$ cat src/sv/sprd_pkg.sv
// ----------------------------------------------------------------------------
// sprd_pkg: shared types and constants
// Op codes, register indexes, limits and small helpers of the strobed row
// driver with spinner emulation.
// ----------------------------------------------------------------------------
package sprd_pkg;

   localparam int RowCount    = 4;
   localparam int PhaseStates = 3;

   typedef logic [2:0]         op_type;
   typedef logic [5:0]         lines_type;
   typedef logic [3:0]         strobe_type;
   typedef logic [1:0]         phase_type;
   typedef logic signed [15:0] count_type;
   typedef logic [23:0]        ticks_type;
   typedef logic [2:0]         csr_index_type;

   localparam op_type OP_TICK       = 3'd0;
   localparam op_type OP_MOTION     = 3'd1;
   localparam op_type OP_ROW_LOAD   = 3'd2;
   localparam op_type OP_STROBE     = 3'd3;
   localparam op_type OP_DISCONNECT = 3'd4;

   localparam csr_index_type CSR_SPINNER_MODE = 3'd0;
   localparam csr_index_type CSR_STEP_DIVISOR = 3'd1;
   localparam csr_index_type CSR_DIR_INVERT   = 3'd2;
   localparam csr_index_type CSR_INT_SCALE    = 3'd3;

   localparam logic [7:0]  DIVISOR_RESET = 8'd4;
   localparam logic [15:0] SCALE_RESET   = 16'd3000;
   localparam lines_type   LINES_RELEASED = 6'h3F;
   localparam strobe_type  STROBE_IDLE    = 4'hF;
   localparam ticks_type   TICK_MAX       = 24'hFFFFFF;
   localparam count_type   COUNT_MAX      = 16'sd32767;
   localparam count_type   COUNT_MIN      = -16'sd32767;

   localparam phase_type PHASE_LOW   = 2'd0;
   localparam phase_type PHASE_LINE4 = 2'd1;
   localparam phase_type PHASE_LINE5 = 2'd2;

   // saturate to +/-32767
   function automatic count_type sat_count(input logic signed [17:0] v);
      count_type r;
      if (v > 18'sd32767) begin
         r = COUNT_MAX;
      end else if (v < -18'sd32767) begin
         r = COUNT_MIN;
      end else begin
         r = v[15:0];
      end
      return r;
   endfunction

   // levels of lines 5:4 for a phase position
   function automatic logic [1:0] phase_bits(input phase_type p);
      logic [1:0] r;
      case (p)
         PHASE_LINE4: r = 2'b01;
         PHASE_LINE5: r = 2'b10;
         default:     r = 2'b00;
      endcase
      return r;
   endfunction

endpackage

$ cat src/sv/spinner_phase_and_strobed_row_driver_top.sv
// ----------------------------------------------------------------------------
// spinner_phase_and_strobed_row_driver_top
// Strobed six-line row driver with rotary spinner phase emulation.
// ----------------------------------------------------------------------------
// Takes one word per clock and returns exactly one result word for each, in the
// cycle after acceptance, from a single output register; the input stalls only
// while that register holds a word the output side is stalling. Each result
// shows the line levels, phase and step queue after the word is applied.
// Configuration writes are taken at any edge with csr_write_en high; indexes
// above 3 are ignored. A disconnect word also clears spinner mode.
// ----------------------------------------------------------------------------
module spinner_phase_and_strobed_row_driver_top (
   input  logic                      clock,
   input  logic                      reset,
   input  logic                      req_valid,
   output logic                      req_stall,
   input  sprd_pkg::op_type          req_op,
   input  logic signed [15:0]        req_motion_delta,
   input  logic [1:0]                req_row_select,
   input  sprd_pkg::lines_type       req_row_lines,
   input  sprd_pkg::strobe_type      req_strobe_lines,
   output logic                      rsp_valid,
   input  logic                      rsp_stall,
   output sprd_pkg::lines_type       rsp_port_lines,
   output sprd_pkg::phase_type       rsp_phase_index,
   output sprd_pkg::count_type       rsp_pending_steps,
   input  logic                      csr_write_en,
   input  sprd_pkg::csr_index_type   csr_index,
   input  logic [15:0]               csr_wdata
);

   logic                 mode_ff, mode_in;
   logic [7:0]           divisor_ff, divisor_in;
   logic                 invert_ff, invert_in;
   logic [15:0]          scale_ff, scale_in;

   sprd_pkg::lines_type  rows_ff [sprd_pkg::RowCount];
   sprd_pkg::lines_type  rows_in [sprd_pkg::RowCount];
   sprd_pkg::strobe_type strobe_ff, strobe_in;
   sprd_pkg::phase_type  phase_ff, phase_in;
   sprd_pkg::count_type  queue_ff, queue_in;
   sprd_pkg::count_type  accum_ff, accum_in;
   sprd_pkg::ticks_type  elapsed_ff, elapsed_in;

   logic                 rsp_valid_ff, rsp_valid_in;
   sprd_pkg::lines_type  rsp_lines_ff, rsp_lines_in;
   sprd_pkg::phase_type  rsp_phase_ff, rsp_phase_in;
   sprd_pkg::count_type  rsp_queue_ff, rsp_queue_in;

   logic                 accept;
   sprd_pkg::ticks_type  interval;
   sprd_pkg::ticks_type  elapsed_inc;
   logic signed [16:0]   d_ext;
   logic signed [16:0]   d_sel;
   sprd_pkg::count_type  d_sat;
   sprd_pkg::count_type  accum_sum;
   logic signed [16:0]   div_pos;
   logic signed [16:0]   accum_ext;
   logic                 step_up;
   logic                 step_dn;
   sprd_pkg::count_type  q_base;
   sprd_pkg::lines_type  row_lines;
   sprd_pkg::strobe_type active;

   assign req_stall = rsp_valid_ff && rsp_stall;
   assign accept    = req_valid && !req_stall;

   assign interval    = 24'(divisor_ff) * 24'(scale_ff);
   assign elapsed_inc = (elapsed_ff == sprd_pkg::TICK_MAX) ? elapsed_ff : elapsed_ff + 24'd1;

   // motion path
   assign d_ext     = {req_motion_delta[15], req_motion_delta};
   assign d_sel     = (invert_ff && mode_ff) ? -d_ext : d_ext;
   assign d_sat     = sprd_pkg::sat_count({d_sel[16], d_sel});
   assign accum_sum = sprd_pkg::sat_count({{2{accum_ff[15]}}, accum_ff} +
                                          {{2{d_sat[15]}}, d_sat});
   assign accum_ext = {accum_sum[15], accum_sum};
   assign div_pos   = {9'd0, divisor_ff};
   assign step_up   = accum_ext >= div_pos;
   assign step_dn   = !step_up && (accum_ext <= -div_pos);

   always_comb begin
      mode_in    = mode_ff;
      divisor_in = divisor_ff;
      invert_in  = invert_ff;
      scale_in   = scale_ff;
      rows_in    = rows_ff;
      strobe_in  = strobe_ff;
      phase_in   = phase_ff;
      queue_in   = queue_ff;
      accum_in   = accum_ff;
      elapsed_in = elapsed_ff;
      q_base     = queue_ff;

      if (accept) begin
         case (req_op)
            sprd_pkg::OP_TICK: begin
               elapsed_in = elapsed_inc;
               if (mode_ff && (queue_ff != 16'sd0) && (interval != 24'd0) &&
                   (elapsed_inc >= interval)) begin
                  elapsed_in = '0;
                  if (queue_ff > 16'sd0) begin
                     queue_in = queue_ff - 16'sd1;
                     phase_in = (phase_ff == sprd_pkg::PHASE_LOW) ? sprd_pkg::PHASE_LINE5 :
                                phase_ff - 2'd1;
                  end else begin
                     queue_in = queue_ff + 16'sd1;
                     phase_in = (phase_ff == sprd_pkg::PHASE_LINE5) ? sprd_pkg::PHASE_LOW :
                                phase_ff + 2'd1;
                  end
               end
            end
            sprd_pkg::OP_MOTION: begin
               if (d_sat == 16'sd0) begin
                  accum_in = '0;
               end else if (step_up) begin
                  accum_in = '0;
                  q_base   = (queue_ff < 16'sd0) ? 16'sd0 : queue_ff;
                  queue_in = (q_base == sprd_pkg::COUNT_MAX) ? q_base : q_base + 16'sd1;
               end else if (step_dn) begin
                  accum_in = '0;
                  q_base   = (queue_ff > 16'sd0) ? 16'sd0 : queue_ff;
                  queue_in = (q_base == sprd_pkg::COUNT_MIN) ? q_base : q_base - 16'sd1;
               end else begin
                  accum_in = accum_sum;
               end
            end
            sprd_pkg::OP_ROW_LOAD: begin
               rows_in[req_row_select] = req_row_lines;
            end
            sprd_pkg::OP_STROBE: begin
               strobe_in = req_strobe_lines;
            end
            sprd_pkg::OP_DISCONNECT: begin
               for (int r = 0; r < sprd_pkg::RowCount; r++) begin
                  rows_in[r] = sprd_pkg::LINES_RELEASED;
               end
               phase_in = sprd_pkg::PHASE_LOW;
               queue_in = '0;
               mode_in  = 1'b0;
            end
            default: begin
            end
         endcase
      end

      if (csr_write_en) begin
         case (csr_index)
            sprd_pkg::CSR_SPINNER_MODE: mode_in    = csr_wdata[0];
            sprd_pkg::CSR_STEP_DIVISOR: divisor_in = csr_wdata[7:0];
            sprd_pkg::CSR_DIR_INVERT:   invert_in  = csr_wdata[0];
            sprd_pkg::CSR_INT_SCALE:    scale_in   = csr_wdata;
            default: begin
            end
         endcase
      end
   end

   // result from the updated state, lowest active strobe wins
   assign active = ~strobe_in;

   always_comb begin
      if (active[0]) begin
         row_lines = rows_in[0];
      end else if (active[1]) begin
         row_lines = rows_in[1];
      end else if (active[2]) begin
         row_lines = rows_in[2];
      end else if (active[3]) begin
         row_lines = rows_in[3];
      end else begin
         row_lines = sprd_pkg::LINES_RELEASED;
      end
      rsp_lines_in = mode_in ? {sprd_pkg::phase_bits(phase_in), row_lines[3:0]} : row_lines;
      rsp_phase_in = phase_in;
      rsp_queue_in = queue_in;
      rsp_valid_in = rsp_valid_ff;
      if (!req_stall) begin
         rsp_valid_in = req_valid;
      end
   end

   always_ff @(posedge clock) begin
      if (reset) begin
         mode_ff      <= 1'b0;
         divisor_ff   <= sprd_pkg::DIVISOR_RESET;
         invert_ff    <= 1'b0;
         scale_ff     <= sprd_pkg::SCALE_RESET;
         for (int r = 0; r < sprd_pkg::RowCount; r++) begin
            rows_ff[r] <= sprd_pkg::LINES_RELEASED;
         end
         strobe_ff    <= sprd_pkg::STROBE_IDLE;
         phase_ff     <= sprd_pkg::PHASE_LOW;
         queue_ff     <= '0;
         accum_ff     <= '0;
         elapsed_ff   <= '0;
         rsp_valid_ff <= 1'b0;
      end else begin
         mode_ff      <= mode_in;
         divisor_ff   <= divisor_in;
         invert_ff    <= invert_in;
         scale_ff     <= scale_in;
         rows_ff      <= rows_in;
         strobe_ff    <= strobe_in;
         phase_ff     <= phase_in;
         queue_ff     <= queue_in;
         accum_ff     <= accum_in;
         elapsed_ff   <= elapsed_in;
         rsp_valid_ff <= rsp_valid_in;
      end
   end

   always_ff @(posedge clock) begin
      if (accept) begin
         rsp_lines_ff <= rsp_lines_in;
         rsp_phase_ff <= rsp_phase_in;
         rsp_queue_ff <= rsp_queue_in;
      end
   end

   assign rsp_valid         = rsp_valid_ff;
   assign rsp_port_lines    = rsp_lines_ff;
   assign rsp_phase_index   = rsp_phase_ff;
   assign rsp_pending_steps = rsp_queue_ff;

endmodule

$ cat config.mk
export PLATFORM = sky130hd
export DESIGN_NAME = spinner_phase_and_strobed_row_driver_top
export DESIGN_NICKNAME = d
export VERILOG_FILES = /design/src/sv/sprd_pkg.sv /design/src/sv/spinner_phase_and_strobed_row_driver_top.sv
export SDC_FILE = /design/constraint.sdc
export NUM_CORES = 1
export LEC_CHECK = 0
export BUFFER_PORTS_ARGS = -buffer_cell sky130_fd_sc_hd__buf_2
export CORE_ASPECT_RATIO = 0.5
export CORE_MARGIN = 2
export CORE_UTILIZATION = 40
export CTS_CLUSTER_SIZE = 40
export DETAILED_ROUTE_END_ITERATION = 16
export PLACE_DENSITY = 0.67
export SLEW_MARGIN = 0
export SYNTH_ARGS = -nofsm -noshare
export SYNTH_HDL_FRONTEND = slang
export SYNTH_SLANG_ARGS = --single-unit
$ cat constraint.sdc
create_clock -name clock -period 8.3 [get_ports clock]
set_input_delay 1.66 -clock clock [delete_from_list [all_inputs] [get_ports clock]]
set_output_delay 1.66 -clock clock [all_outputs]
set_load 0.03 [all_outputs]
==> metrics.md <==
| Metric | Value |
|---|---|
| Ys async rst share | `0%` |
| Outcome | `completed` |
| Average wire per standard cell | `16.35 um` |
| Lkg Pwr | `7.658 nW` |
| Final worst slack | `0.2278 ns` |
| Finished Cell Area | `18010 um^2` |
| Hpwl dp | `32930 um` |
| Min Clock Period, post-route | `8.072 ns` |
| Drt pass-1 iters | `5` |
| Share of layout cells above drive strength 1 | `14.87%` |
| I/O pins | `81` |
| Ys Warns | `0` |
| Filler Cell Count | `3879` |
| Routed vias/inst | `5.540` |
| Synth Area in Compound Gates | `18.22%` |
| Hold Path Stages | `2` |
| Power per cell area | `113.5 nW/um^2` |
| Slew HR | `31.00%` |
| Max rail drop VDD | `128.0 uV` |
| FP Rows | `51` |
| DR DRC count | `0` |
| Detailed Route Iter0 Violations | `970` |
| HP Start | `rows_ff[0]` |
| WP data required | `8.48 ns` |
| Most frequent cells in the layout | `232 x nand2_1, 152 x a21oi_1, 144 x inv_1` |
| CTS clk-pin slew, worst paths | `0.07 ns` |
| CTS tree | `yes` |
| Crit. Startpoint | `req_motion_delta[0]` |
| Most common cell after layout, fill and taps aside | `nand2_1` |
| Total track usage | `21.33%` |
| Critical path arrival | `8.25 ns` |
| Count of cell types in the netlist | `99` |
| Synth Area in XOR/XNOR | `5.472%` |
| Hold WC Path Type | `reg -> reg` |
| Crit. End Element | `register` |
| Hold_ws | `0.4634 ns` |
| Critical-path top delay cell | `or4_4` |
| Max FO, Critical Path | `6` |
| CTS max path bufs | `2` |
| Dpl cell area | `17320 um^2` |
| Placed instance count | `2611` |
| Register area | `2983 um^2` |
| Sink Count | `137` |
| Die area | `40910 um^2` |
| Sequential-to-total area share from yosys stat | `19.02%` |
| First-pass GRT wire length | `71660 um` |
| Placement Setup Slack | `-0.4264 ns` |
| Multi-input gate area | `11920 um^2` |
| # H-tree levels | `4` |
| Setup_tns | `0 ns` |
| Internal power | `1.325 mW` |
| Num CTS Buffers | `17` |
| Reg2Reg Depth | `24` |
| Nets | `2390` |
| # setup viols final | `0` |
| Post-synthesis mux area share | `2.106%` |
| Final core utilization | `46.42%` |
| Top FF cell, synth | `dfxtp_1` |
| Total Power | `2.044 mW` |
| Pin count of the biggest net entering global routing | `72` |
| Area delta synth->final | `14.82%` |
| Sw Share | `35.14%` |
| Number of global-route vias before repair | `14380` |
| Max Fclk | `0.1239 GHz` |
| Non-filler cells, final | `2649` |
| FF-to-FF Start | `divisor_ff[3]` |
| Final hold violations | `0` |
| Buffers on Ports | `80` |
| Hold-fix buffers, CTS | `0` |
| Synthesized flop and latch total | `137` |
| Fin. max-slew vios | `0` |
| Nature of the critical path startpoint | `input port` |
| Die Width | `284.1 um` |
| Clock network power share | `36.8%` |
| CTS Root Buffer Type | `clkbuf_16` |
| Via count | `14680` |
| Critical Path Max Stage Delay | `0.55 ns` |
| Synthesized net count | `2262` |
| Post-DRT Antenna Nets | `0` |
| Placeable Area | `38800 um^2` |
| Grt ovf | `0` |
| R2R setup slack | `0.63 ns` |
| Height of the chip | `144.0 um` |
| Final WL | `43310 um` |
| Synth Area per Inst | `7.934 um^2` |
| EDFF count, synth | `24` |
| Cell area after synthesis | `15690 um^2` |
| Sequential power share | `35.1%` |
| Initial core utilization | `40.43%` |
| Clk_skew | `0.01585 ns` |
| Main combinational cell family by area after synthesis | `simple AND/OR/NAND/NOR gates` |
| Tcrit/Tclk final | `97.26%` |
| Antenna violations before repair | `1` |
| Worst-Margin Slew | `1.006 ns` |
| Simple-gate share of the synthesized area | `25.77%` |
| Setup CP Type | `in -> reg` |
| Synth Instances | `1977` |
| Clk_lat worst skew | `0.44 ns` |
| Sw Pwr | `0.7181 mW` |
| RePlAce Congestion | `0.9110` |
| Adder-Cell Fraction of Synth Area | `22.97%` |
| Total of max-cap violations | `0` |
| Comb pwr share | `28.1%` |
-- cells in the mapped netlist, drive strengths merged, types with 59 or more instances --
cell / number / share of area (%)
ha: 144 / 11
nor3: 59 / 2.0
o21ai: 80 / 2.6
xnor2: 59 / 3.3
dfxtp: 113 / 14
clkbuf: 76 / 2.3
nor2: 135 / 3.3
nand3: 68 / 2.2
fa: 86 / 11
nand2: 234 / 5.6
a21oi: 157 / 5.1
and2: 119 / 4.7
inv: 147 / 3.5
-- logic make-up after synthesis --
group                      count (synthesis)
adders and majority gates                238
AOI/OAI and AO/OA                        439
muxes                                     32
buffers and inverters                    240
DFF                                      137
and+or+nand+nor                          793
xor gates and xnor gates                  98
-- routing by layer --
metal	vias up	global-route usage, %	part of all wire (%)	wire length [um]
met5	-	0	0	0
met4	0	7.341	2.5	1093
met3	78	2.918	5.1	2205
met2	403	36.37	46	19710
met1	6975	28.00	47	20290
li1	7220	-	-	-
-- layout make-up --
class / instances / share of cell area (%)
diodes: 1 / 0.01389
well taps: 530 / 3.682
multi-input cells: 1600 / 66.16
clock inverters: 15 / 0.7225
clock buffers: 17 / 2.362
inverters: 147 / 3.077
flip-flops and latches: 137 / 16.56
repair buffers: 202 / 7.426
-- power by group through the flow --
stage          Combinational [mW]  Sequential (mW)  Clock (mW)
2_1_floorplan               0.392            0.733           0
3_3_place_gp                0.554            0.731           0
3_5_place_dp                0.561            0.731           0
4_1_cts                     0.565            0.717       0.755
5_1_grt                     0.642            0.719       0.787
6_report                    0.575            0.717       0.752
-- flip-flops by register name, indices dropped and copies added, names as in the netlist, 2 cells and up --
register and cells:
elapsed_ff 24, rows_ff 24, accum_ff 16, queue_ff 16, rsp_pending_steps 16, scale_ff 16
divisor_ff 8, rsp_port_lines 6, strobe_ff 4, phase_ff 2, rsp_phase_index 2
-- worst paths after layout --
path / end
max: rsp_pending_steps[10]
min: rows_ff[0]
max reg2reg: rsp_pending_steps[12]
min reg2reg: rows_ff[0]
-- worst max-delay path: cells and delay by family --
kind,cells,cell delay (ns)
buffers and inverters,4,0.43
AOI/OAI and AO/OA,15,2.88
muxes,2,0.32
and+or+nand+nor,8,2.02
adders and majority gates,3,0.91
-- timing repair --
item	4_1_cts	5_1_grt
hold endpoints to repair	0	0
endpoints found under the setup margin	0	47
gates resized for setup	0	24
setup buffers	0	4
(Power assumes the default switching activity.)
